`config.mk`:
```
export PLATFORM = sky130hd
export DESIGN_NAME = fibonacci_mod_matrix_power
export DESIGN_NICKNAME = d
export VERILOG_FILES = /design/src/rtl/fmp_pkg.sv /design/src/rtl/fmp_datapath.sv /design/src/rtl/fmp_ctrl.sv /design/src/rtl/fibonacci_mod_matrix_power.sv
export VERILOG_INCLUDE_DIRS = /design/src /design/src/rtl
export SDC_FILE = /design/constraint.sdc
export NUM_CORES = 2
export LEC_CHECK = 0
export ABC_AREA = 0
export BUFFER_PORTS_ARGS = -buffer_cell sky130_fd_sc_hd__buf_2
export CAP_MARGIN = 30
export CELL_PAD_IN_SITES_DETAIL_PLACEMENT = 0
export CELL_PAD_IN_SITES_GLOBAL_PLACEMENT = 1
export CORE_ASPECT_RATIO = 0.6
export CORE_MARGIN = 2
export CORE_UTILIZATION = 30
export CTS_BUF_LIST = sky130_fd_sc_hd__clkbuf_16
export CTS_CLUSTER_SIZE = 20
export DETAILED_ROUTE_END_ITERATION = 12
export PLACE_DENSITY_LB_ADDON = 0.05
export SLEW_MARGIN = 20
export SYNTH_ARGS = -nofsm -noshare
export SYNTH_HDL_FRONTEND = slang
export SYNTH_SLANG_ARGS = --single-unit
```
`constraint.sdc`:
```
create_clock -name clk -period 35.6 [get_ports clk]
set_input_delay 5.34 -clock clk [delete_from_list [all_inputs] [get_ports clk]]
set_output_delay 5.34 -clock clk [all_outputs]
set_load 0.05 [all_outputs]
```
`src/rtl/fibonacci_mod_matrix_power_macros.svh`:
```
// Assertion macros used by the top level to check its own behavior
`ifndef FIBONACCI_MOD_MATRIX_POWER_MACROS_SVH
`define FIBONACCI_MOD_MATRIX_POWER_MACROS_SVH

// same-cycle implication, ignored while reset is held
`define FMP_ASSERT_IMPL(lbl, clk, rst_n, ante, cons) \
  lbl: assert property (@(posedge clk) disable iff (!rst_n) (ante) |-> (cons)) \
    else $error("fmp check failed");

// next-cycle implication, ignored while reset is held
`define FMP_ASSERT_NEXT(lbl, clk, rst_n, ante, cons) \
  lbl: assert property (@(posedge clk) disable iff (!rst_n) (ante) |=> (cons)) \
    else $error("fmp check failed");

`endif

```
`src/rtl/fmp_pkg.sv`:
```
// Shared constants, controller state type and controller-to-datapath command type for the Fibonacci modulo block
`timescale 1ns / 1ps

package fmp_pkg;

  localparam int INDEX_WIDTH = 63;
  localparam int BIT_CNT_W   = $clog2(INDEX_WIDTH);
  localparam int MOD_W       = 16;
  localparam int RED_STEPS   = MOD_W + 1;
  localparam int RED_CNT_W   = $clog2(RED_STEPS);

  localparam logic [BIT_CNT_W-1:0] LAST_BIT  = BIT_CNT_W'(INDEX_WIDTH - 1);
  localparam logic [RED_CNT_W-1:0] LAST_STEP = RED_CNT_W'(RED_STEPS - 1);
  localparam logic [MOD_W-1:0]     MOD_RESET = 16'd46337;

  typedef enum logic [5:0] {
    ST_IDLE = 6'b000001,
    ST_MUL  = 6'b000010,
    ST_SUM  = 6'b000100,
    ST_RED  = 6'b001000,
    ST_BASE = 6'b010000,
    ST_SPARE = 6'b100000
  } state_t;

  typedef struct packed {
    logic load;
    logic mul;
    logic sum;
    logic red;
    logic base;
  } dp_cmd_t;

endpackage

```
`src/rtl/fmp_datapath.sv`:
```
// Matrix entries, shared products, restoring reducers and base-matrix step
`timescale 1ns / 1ps

module fmp_datapath (
  input  logic                             clk,
  input  logic                             rst_n,
  input  fmp_pkg::dp_cmd_t                 cmd,
  input  logic [fmp_pkg::INDEX_WIDTH-1:0]  in_index,
  input  logic                             cfg_we,
  input  logic [fmp_pkg::MOD_W-1:0]        cfg_data,
  output logic [fmp_pkg::MOD_W-1:0]        fib_value
);

  logic [fmp_pkg::MOD_W-1:0]       mod_r, mod_nxt;
  logic [fmp_pkg::INDEX_WIDTH-1:0] idx_r, idx_nxt;
  logic [15:0] p_r, p_nxt, q_r, q_nxt, r_r, r_nxt;
  logic [31:0] prod_r [5];
  logic [31:0] prod_nxt [5];
  logic [32:0] rem_r [3];
  logic [32:0] rem_nxt [3];
  logic [32:0] div_r, div_nxt;
  logic [16:0] m_eff;
  logic [15:0] one_mod;
  logic [15:0] sp, sq, sr;

  function automatic logic [15:0] add_mod(input logic [15:0] a, input logic [15:0] b,
                                          input logic [16:0] m);
    logic [16:0] s;
    s = {1'b0, a} + {1'b0, b};
    if (s >= m) begin
      s = s - m;
    end
    return s[15:0];
  endfunction

  assign m_eff   = (mod_r == 16'd0) ? 17'h10000 : {1'b0, mod_r};
  assign one_mod = (mod_r == 16'd1) ? 16'd0 : 16'd1;
  assign sp = rem_r[0][15:0];
  assign sq = rem_r[1][15:0];
  assign sr = rem_r[2][15:0];

  always_comb begin
    mod_nxt = cfg_we ? cfg_data : mod_r;
    idx_nxt = idx_r;
    p_nxt = p_r;
    q_nxt = q_r;
    r_nxt = r_r;
    prod_nxt = prod_r;
    rem_nxt  = rem_r;
    div_nxt  = div_r;
    if (cmd.load) begin
      idx_nxt = in_index;
      p_nxt = one_mod;
      q_nxt = 16'd0;
      r_nxt = one_mod;
    end
    if (cmd.mul) begin
      prod_nxt[0] = {16'd0, p_r} * {16'd0, p_r};
      prod_nxt[1] = {16'd0, q_r} * {16'd0, q_r};
      prod_nxt[2] = {16'd0, p_r} * {16'd0, q_r};
      prod_nxt[3] = {16'd0, q_r} * {16'd0, r_r};
      prod_nxt[4] = {16'd0, r_r} * {16'd0, r_r};
    end
    if (cmd.sum) begin
      rem_nxt[0] = {1'b0, prod_r[0]} + {1'b0, prod_r[1]};
      rem_nxt[1] = {1'b0, prod_r[2]} + {1'b0, prod_r[3]};
      rem_nxt[2] = {1'b0, prod_r[1]} + {1'b0, prod_r[4]};
      div_nxt    = {m_eff, 16'd0};
    end
    if (cmd.red) begin
      for (int i = 0; i < 3; i++) begin
        if (rem_r[i] >= div_r) begin
          rem_nxt[i] = rem_r[i] - div_r;
        end
      end
      div_nxt = div_r >> 1;
    end
    if (cmd.base) begin
      idx_nxt = idx_r << 1;
      if (idx_r[fmp_pkg::INDEX_WIDTH-1]) begin
        p_nxt = sq;
        q_nxt = add_mod(sp, sq, m_eff);
        r_nxt = add_mod(sq, sr, m_eff);
      end else begin
        p_nxt = sp;
        q_nxt = sq;
        r_nxt = sr;
      end
    end
  end

  always_ff @(posedge clk) begin
    if (!rst_n) begin
      mod_r <= fmp_pkg::MOD_RESET;
    end else begin
      mod_r <= mod_nxt;
    end
  end

  always_ff @(posedge clk) begin
    idx_r  <= idx_nxt;
    p_r    <= p_nxt;
    q_r    <= q_nxt;
    r_r    <= r_nxt;
    prod_r <= prod_nxt;
    rem_r  <= rem_nxt;
    div_r  <= div_nxt;
  end

  assign fib_value = q_r;

endmodule

```
`src/rtl/fmp_ctrl.sv`:
```
// Sequencer over index bits: multiply, sum, reduce and base step per bit
`timescale 1ns / 1ps

module fmp_ctrl (
  input  logic             clk,
  input  logic             rst_n,
  input  logic             start,
  output logic             busy,
  output logic             out_valid,
  output fmp_pkg::dp_cmd_t cmd
);

  fmp_pkg::state_t state_r, state_nxt;
  logic [fmp_pkg::BIT_CNT_W-1:0] bit_r, bit_nxt;
  logic [fmp_pkg::RED_CNT_W-1:0] step_r, step_nxt;
  logic valid_r, valid_nxt;

  always_comb begin
    state_nxt = state_r;
    bit_nxt   = bit_r;
    step_nxt  = step_r;
    valid_nxt = 1'b0;
    cmd       = '0;
    unique case (state_r)
      fmp_pkg::ST_IDLE: begin
        if (start) begin
          cmd.load  = 1'b1;
          bit_nxt   = '0;
          state_nxt = fmp_pkg::ST_MUL;
        end
      end
      fmp_pkg::ST_MUL: begin
        cmd.mul   = 1'b1;
        state_nxt = fmp_pkg::ST_SUM;
      end
      fmp_pkg::ST_SUM: begin
        cmd.sum   = 1'b1;
        step_nxt  = '0;
        state_nxt = fmp_pkg::ST_RED;
      end
      fmp_pkg::ST_RED: begin
        cmd.red  = 1'b1;
        step_nxt = step_r + fmp_pkg::RED_CNT_W'(1);
        if (step_r == fmp_pkg::LAST_STEP) begin
          state_nxt = fmp_pkg::ST_BASE;
        end
      end
      fmp_pkg::ST_BASE: begin
        cmd.base = 1'b1;
        bit_nxt  = bit_r + fmp_pkg::BIT_CNT_W'(1);
        if (bit_r == fmp_pkg::LAST_BIT) begin
          valid_nxt = 1'b1;
          state_nxt = fmp_pkg::ST_IDLE;
        end else begin
          state_nxt = fmp_pkg::ST_MUL;
        end
      end
      default: begin
        state_nxt = fmp_pkg::ST_IDLE;
      end
    endcase
  end

  always_ff @(posedge clk) begin
    if (!rst_n) begin
      state_r <= fmp_pkg::ST_IDLE;
      bit_r   <= '0;
      step_r  <= '0;
      valid_r <= 1'b0;
    end else begin
      state_r <= state_nxt;
      bit_r   <= bit_nxt;
      step_r  <= step_nxt;
      valid_r <= valid_nxt;
    end
  end

  assign busy      = (state_r != fmp_pkg::ST_IDLE);
  assign out_valid = valid_r;

endmodule

```
`src/rtl/fibonacci_mod_matrix_power.sv`:
```
// Top level: F(n) mod a configured modulus by 2x2 matrix powering
//
//   channel  ports                          handshake
//   -------  -----------------------------  ------------------------
//   input    in_index                       start high, busy low
//   result   out_fib_value                  out_valid, one cycle
//   config   cfg_data                       cfg_we
//
// A word is accepted only while idle; the next word can be accepted in the
// strobe cycle. Per index bit: products, then sums, then the restoring
// reducers (one quotient bit a cycle), then one base-matrix step.
// Reset (synchronous, rst_n low) returns to idle and loads modulus 46337.
// The result receiver cannot stall; the strobe lasts one cycle.
`timescale 1ns / 1ps
`include "fibonacci_mod_matrix_power_macros.svh"

module fibonacci_mod_matrix_power (
  input  logic                             clk,
  input  logic                             rst_n,
  input  logic                             start,
  output logic                             busy,
  input  logic [fmp_pkg::INDEX_WIDTH-1:0]  in_index,
  output logic                             out_valid,
  output logic [fmp_pkg::MOD_W-1:0]        out_fib_value,
  input  logic                             cfg_we,
  input  logic [fmp_pkg::MOD_W-1:0]        cfg_data
);

  fmp_pkg::dp_cmd_t cmd;

  fmp_ctrl u_ctrl (
    .clk       (clk),
    .rst_n     (rst_n),
    .start     (start),
    .busy      (busy),
    .out_valid (out_valid),
    .cmd       (cmd)
  );

  fmp_datapath u_dp (
    .clk       (clk),
    .rst_n     (rst_n),
    .cmd       (cmd),
    .in_index  (in_index),
    .cfg_we    (cfg_we),
    .cfg_data  (cfg_data),
    .fib_value (out_fib_value)
  );

  `FMP_ASSERT_NEXT(a_start_busy, clk, rst_n, start && !busy, busy)
  `FMP_ASSERT_IMPL(a_valid_idle, clk, rst_n, out_valid, !busy)
  `FMP_ASSERT_NEXT(a_valid_pulse, clk, rst_n, out_valid, !out_valid)
  `FMP_ASSERT_IMPL(a_load_idle, clk, rst_n, cmd.load, !busy && start)

endmodule
```
### Word level (Yosys, flattened, before mapping)

Index checks and enable logic that the tools add are counted.

| storage, ports and cells | value |
|---|---|
| register bits | 437 |
| output and inout port bits | 18 |

| operators by class | value |
|---|---|
| add/subtract/negate cells | 12 |
| multiply operators | 5 |
| $lt $le $gt $ge | 5 |
| eq/ne operators | 11 |
| multiplexer cells | 35 |
| reductions and logical operators | 8 |

Operators with widths:

| cell | number |
|---|---|
| $mux 99 | 2 |
| $mul 16x16->32 | 5 |
| $mux 16 | 10 |
| $mux 63 | 2 |
| $add 32x32->33 | 3 |
| $ge 33x33->1 | 3 |
| $mux 33 | 3 |
| $sub 33x33->33 | 3 |
| $mux 32 | 2 |
| $add 16x16->17 | 2 |
| $ge 17x17->1 | 2 |
| $sub 16x16->16 | 2 |
| $pmux 6 s5 | 1 |
| $mux 6 | 3 |
| $mux 17 | 1 |
| $eq 16x1->1 const B | 1 |
| $logic_not 16->1 | 1 |
| $pmux 6 s2 | 1 |
| $pmux 5 s2 | 1 |
| $mux 1 | 8 |
| $reduce_bool 2->1 | 4 |
| $add 6x1->6 const B | 1 |
| $eq 6x1->1 const B | 1 |
| $eq 6x2->1 const B | 1 |
| other kinds (11) | 13 |

### Depth between registers and ports, before layout

| logic depth | value |
|---|---|
| depth after elaboration | 6 |
| mapped depth | 28 |
| gate-level depth less buffers | 26 |

### Hierarchy

A second synthesis with hierarchy kept.

| second synthesis, totals | value |
|---|---|
| cell total of the unflattened synthesis | 7171 |
| area, all modules | 65821.9 um2 |

Modules (own cells, without submodules):

| module | times used | cells each | area each (um2) | seq. area each (um2) |
|---|---|---|---|---|
| fmp_datapath | 1 | 7059 | 64877.2 | 11320.9 |
| fmp_ctrl | 1 | 112 | 944.7 | 340.3 |

### Worst setup path before layout

Ideal clock, no wire load.

| timing path | value |
|---|---|
| kind | reg-to-reg |
| from | reg u_ctrl.state_r[2] |
| to | reg u_dp.prod_r[0] (netlist name) (enable) |
| arrival | 11099 ps |
| required time | 34734 ps |
| setup slack | 23635 ps |
| stages on the path, launching flop included | 4 |
| path buffers | 0 |
| period minus slack after synthesis | 11965 ps |
| path through | dfxtp_1 -> nor2_1 -> nand2_1 -> nor3_1 |

| between the ends | value |
|---|---|
| longest elaborated chain between the ends | 2 |

Ends and longest elaborated chain:

| element | line | source |
|---|---|---|
| start, declared | fmp_ctrl.sv:13 | `fmp_pkg::state_t state_r, state_nxt;` |
| start signal, assigned | fmp_ctrl.sv:66 | `state_r <= fmp_pkg::ST_IDLE;` |
| start signal, assigned | fmp_ctrl.sv:71 | `state_r <= state_nxt;` |
| $eq 6x2->1 | fmp_ctrl.sv:24 | `unique case (state_r)` |
| $mux 1 | fmp_ctrl.sv:24 |  |
| end signal, assigned | fmp_datapath.sv:105 | `prod_r <= prod_nxt;` |
| end, declared | fmp_datapath.sv:17 | `logic [31:0] prod_r [5];` |

No other way between the ends.
A chain may end at the register's enable or synchronous reset.

### Worst setup path after layout

| timing path | value |
|---|---|
| from | reg u_dp.q_r[3], in the netlist u_dp.fib_value[3] |
| to | reg u_dp.prod_r[126] (netlist name), data pin |

| between the ends | value |
|---|---|
| longest elaborated chain between the ends | 1 |

Ends and longest elaborated chain:

| element | line | source |
|---|---|---|
| start, declared | fmp_datapath.sv:16 | `logic [15:0] p_r, p_nxt, q_r, q_nxt, r_r, r_nxt;` |
| start signal, assigned | fmp_datapath.sv:103 | `q_r <= q_nxt;` |
| $mul 16x16->32 | fmp_datapath.sv:59 | `prod_nxt[1] = {16'd0, q_r} * {16'd0, q_r};` |

No other way between the ends.

==> flow_summary.json <==
{
  "status": "finished clean",
  "wl_um": 243000,
  "clk_path_buf_depth": 3,
  "synth_common_cells": "inv_1, fa_1, ha_1",
  "cts_root_buffer": "clkbuf_16",
  "io_pins": 101,
  "cts_resized": 0,
  "final-hold-violation-count": 0,
  "drv_cap": 0,
  "syn_to_final_growth_pct": 8.96,
  "htree_num_levels": 2,
  "clock-sinks": 433,
  "crit_fanout": 24,
  "timing.hold.ws_ns": 0.476,
  "yosysMostFrequentCell": "inv_1",
  "antenna_found_initial": 27,
  "yosysTopAreaCellShare_pct": 26.9,
  "cts_made_buffers": 53,
  "nets": 8923,
  "setup-tns-final_ns": 0,
  "routed_via_density": 4.87,
  "synth_area_sq_um": 65700,
  "die_h_um": 366,
  "finalInstanceArea_sq_um": 71600,
  "placement.io_buffers": 100,
  "fp.dieArea_sq_um": 223000,
  "placed_cell_area_sq_um": 69500,
  "fin_crit_sh_pct": 23.2,
  "grt_pass1_vias": 50200,
  "coreArea_sq_um": 218000,
  "cp.required_ns": 36.01,
  "synthArstFlopShare_pct": 0,
  "ir_worst_vdd_mv": 0.0678,
  "crit_type": "register to register",
  "p_switching_mw": 2.91,
  "grt_use_total_pct": 21.9,
  "clkLatencyLatePin_ns": 0.69,
  "hp-class": "register to register",
  "clk_pin_slew_worst_paths_ns": 0.07,
  "dp_slack_ns": 27.28,
  "synth_area_leaders": "fa_1, ha_1, edfxtp_1",
  "tightestPinTransition_ns": 1.13,
  "firstDrtPassIters": 7,
  "intPower_mw": 2.74,
  "drtIter0Drc": 3982,
  "crit_arrival_ns": 8.65,
  "syn-instance-count": 7202,
  "start_util_pct": 30.1,
  "grt_pass1_wl_um": 359000,
  "vias": 49400,
  "syn_nets": 8943,
  "cp-end-kind": "register",
  "fin_skew_ns": 0.0443,
  "p_clk_share_pct": 11.2,
  "post_cts_buffers": 0,
  "seqPwrFrac_pct": 14.7,
  "drtAntennaViolNets": 0,
  "comb_power_share_pct": 74.0,
  "fmax_ghz": 0.121,
  "finalMaxSlewViolations": 0,
  "yosysWarnings": 0,
  "ys_types": 84,
  "rsz0062_at_grt": "no",
  "fin_crit_ns": 8.24,
  "seq_area_frac_synth_pct": 17.7,
  "netlist.top_cell.by_area": "fa_1",
  "drc": 0,
  "powerDensity_nw_per_um2": 78.9,
  "final.setup.worst_slack_ns": 27.36,
  "ys_ff_latch": 433,
  "layout-drive-gt1-share_pct": 4.95,
  "die_w_um": 608,
  "globalplace.congestion": 0.858,
  "hpwl_um": 189000,
  "cts_hold_buf": 0,
  "setup_viol": 0,
  "syn_area_per_cell_sq_um": 9.12,
  "p_sw_share_pct": 51.5,
  "leakagePower_nw": 35.0,
  "synth_edf_count": 299,
  "slew_headroom_pct": 24.2,
  "cts_tree": "yes",
  "placementRows": 133,
  "routedWlPerCell_um": 23.9,
  "synth_ff_type": "edfxtp_1",
  "grt_max_degree": 157,
  "startpoint_type": "register",
  "grt_overflow": 0
}
## kinds of logic (layout without fill, tap and decap cells)
kind of cell,after synthesis,count (layout),share of synthesized area [%]
other,0,12,0
and+or+nand+nor,1869,1869,13.5
xor gates and xnor gates,363,363,4.84
AOI/OAI and AO/OA,1241,1241,12.2
DFF,433,433,17.7
muxes,69,69,1.06
buffers and inverters,1569,1594,8.99
adders and majority gates,1658,1658,41.7
## through the flow
| stage | instances | util [%] | power (mW) |
|---|---|---|---|
| global placement | 10000 | 31.8 | 5.04 |
| floorplan | 7202 | - | 3.61 |
| CTS | 10100 | 32.7 | 5.69 |
| finish | 10100 | 32.8 | 5.65 |
| detailed placement | 10000 | 31.9 | 4.98 |
| global route | 10100 | 32.8 | 6.23 |
## placed cells by master, fill, tap and decap left out, drive strengths merged, types with 22 or more instances in the layout
master / instances
buf: 198
o21a: 52
o21ai: 248
ha: 776
dfxtp: 134
nand2: 733
o21bai: 48
o31ai: 22
a21oi: 365
edfxtp: 299
a211oi: 79
nand2b: 47
a31oi: 39
fa: 882
and2: 338
xnor2: 230
mux2i: 62
nor2b: 74
a21o: 179
clkbuf: 54
a22o: 63
nor2: 373
o211ai: 24
and3: 41
or2: 27
nor3: 68
nand3: 62
xor2: 133
inv: 1303
nand4: 39
## registers in the layout (all words and copies together), names as in the netlist
signal,flops
u_dp.prod_r,157
u_dp.rem_r,99
u_dp.idx_r,63
u_dp.div_r,33
u_dp.fib_value,16
u_dp.mod_r,16
u_dp.p_r,16
u_dp.r_r,16
u_ctrl.bit_r,6
u_ctrl.state_r,5
u_ctrl.step_r,5
u_ctrl.out_valid,1
## worst max-delay path: stages, from the launching register on
cell       delay [ns]
edfxtp_1         0.36
buf_4            0.42
buf_4            0.52
inv_1            0.46
nor2_1           0.32
ha_1             0.30
xor2_1           0.19
fa_1             0.53
inv_1            0.05
fa_1             0.49
fa_1             0.47
fa_1             0.52
inv_1            0.05
fa_1             0.47
inv_1            0.04
ha_1             0.35
nand4_1          0.16
nor2_1           0.09
and3_1           0.18
a221oi_1         0.52
a21boi_1         0.41
a2111oi_0        0.59
o21bai_1         0.16
a21oi_1          0.20
xnor2_1          0.08
## power groups by stage
stage	registers [mW]	logic, mW	clock network, mW
after floorplan	0.799	2.81	0
after global placement	0.841	4.19	0
after detailed placement	0.840	4.14	0
after CTS	0.831	4.21	0.651
after global routing	0.835	4.72	0.670
final	0.832	4.18	0.635
## final cells by class
class | instances | area (sq um)
fillers | 22900 | 147000
multi-input cells | 5200 | 48200
flip-flops and latches | 433 | 11700
inverters | 1295 | 4860
well taps | 2902 | 3630
clock buffers | 53 | 1330
repair buffers | 199 | 1290
clock inverters | 47 | 624
diodes | 12 | 30.0
## path summary, 6_finish.rpt
check / endpoint / startpoint / cells past startpoint / slack [ns]
setup reg to reg: u_dp.prod_r[126] / u_dp.fib_value[3] / 24 / 27.36
hold / removal: u_ctrl.bit_r[5] / u_ctrl.bit_r[5] / 1 / 0.48
hold reg to reg: u_ctrl.bit_r[5] / u_ctrl.bit_r[5] / 1 / 0.48
setup / recovery: u_dp.prod_r[126] / u_dp.fib_value[3] / 24 / 27.36
## per-layer routing
metal / up-vias / GRT usage (%) / share of wire (%) / routed length [um]
met4: 2 / 2.27 / 0.89 / 2160
met2: 976 / 28.6 / 37 / 90200
met5: - / 0 / 0.0054 / 13
met3: 107 / 3.82 / 6.3 / 15400
met1: 24900 / 36.9 / 56 / 135000
li1: 23400 / - / - / -
Power figures use the tool's default switching activity.
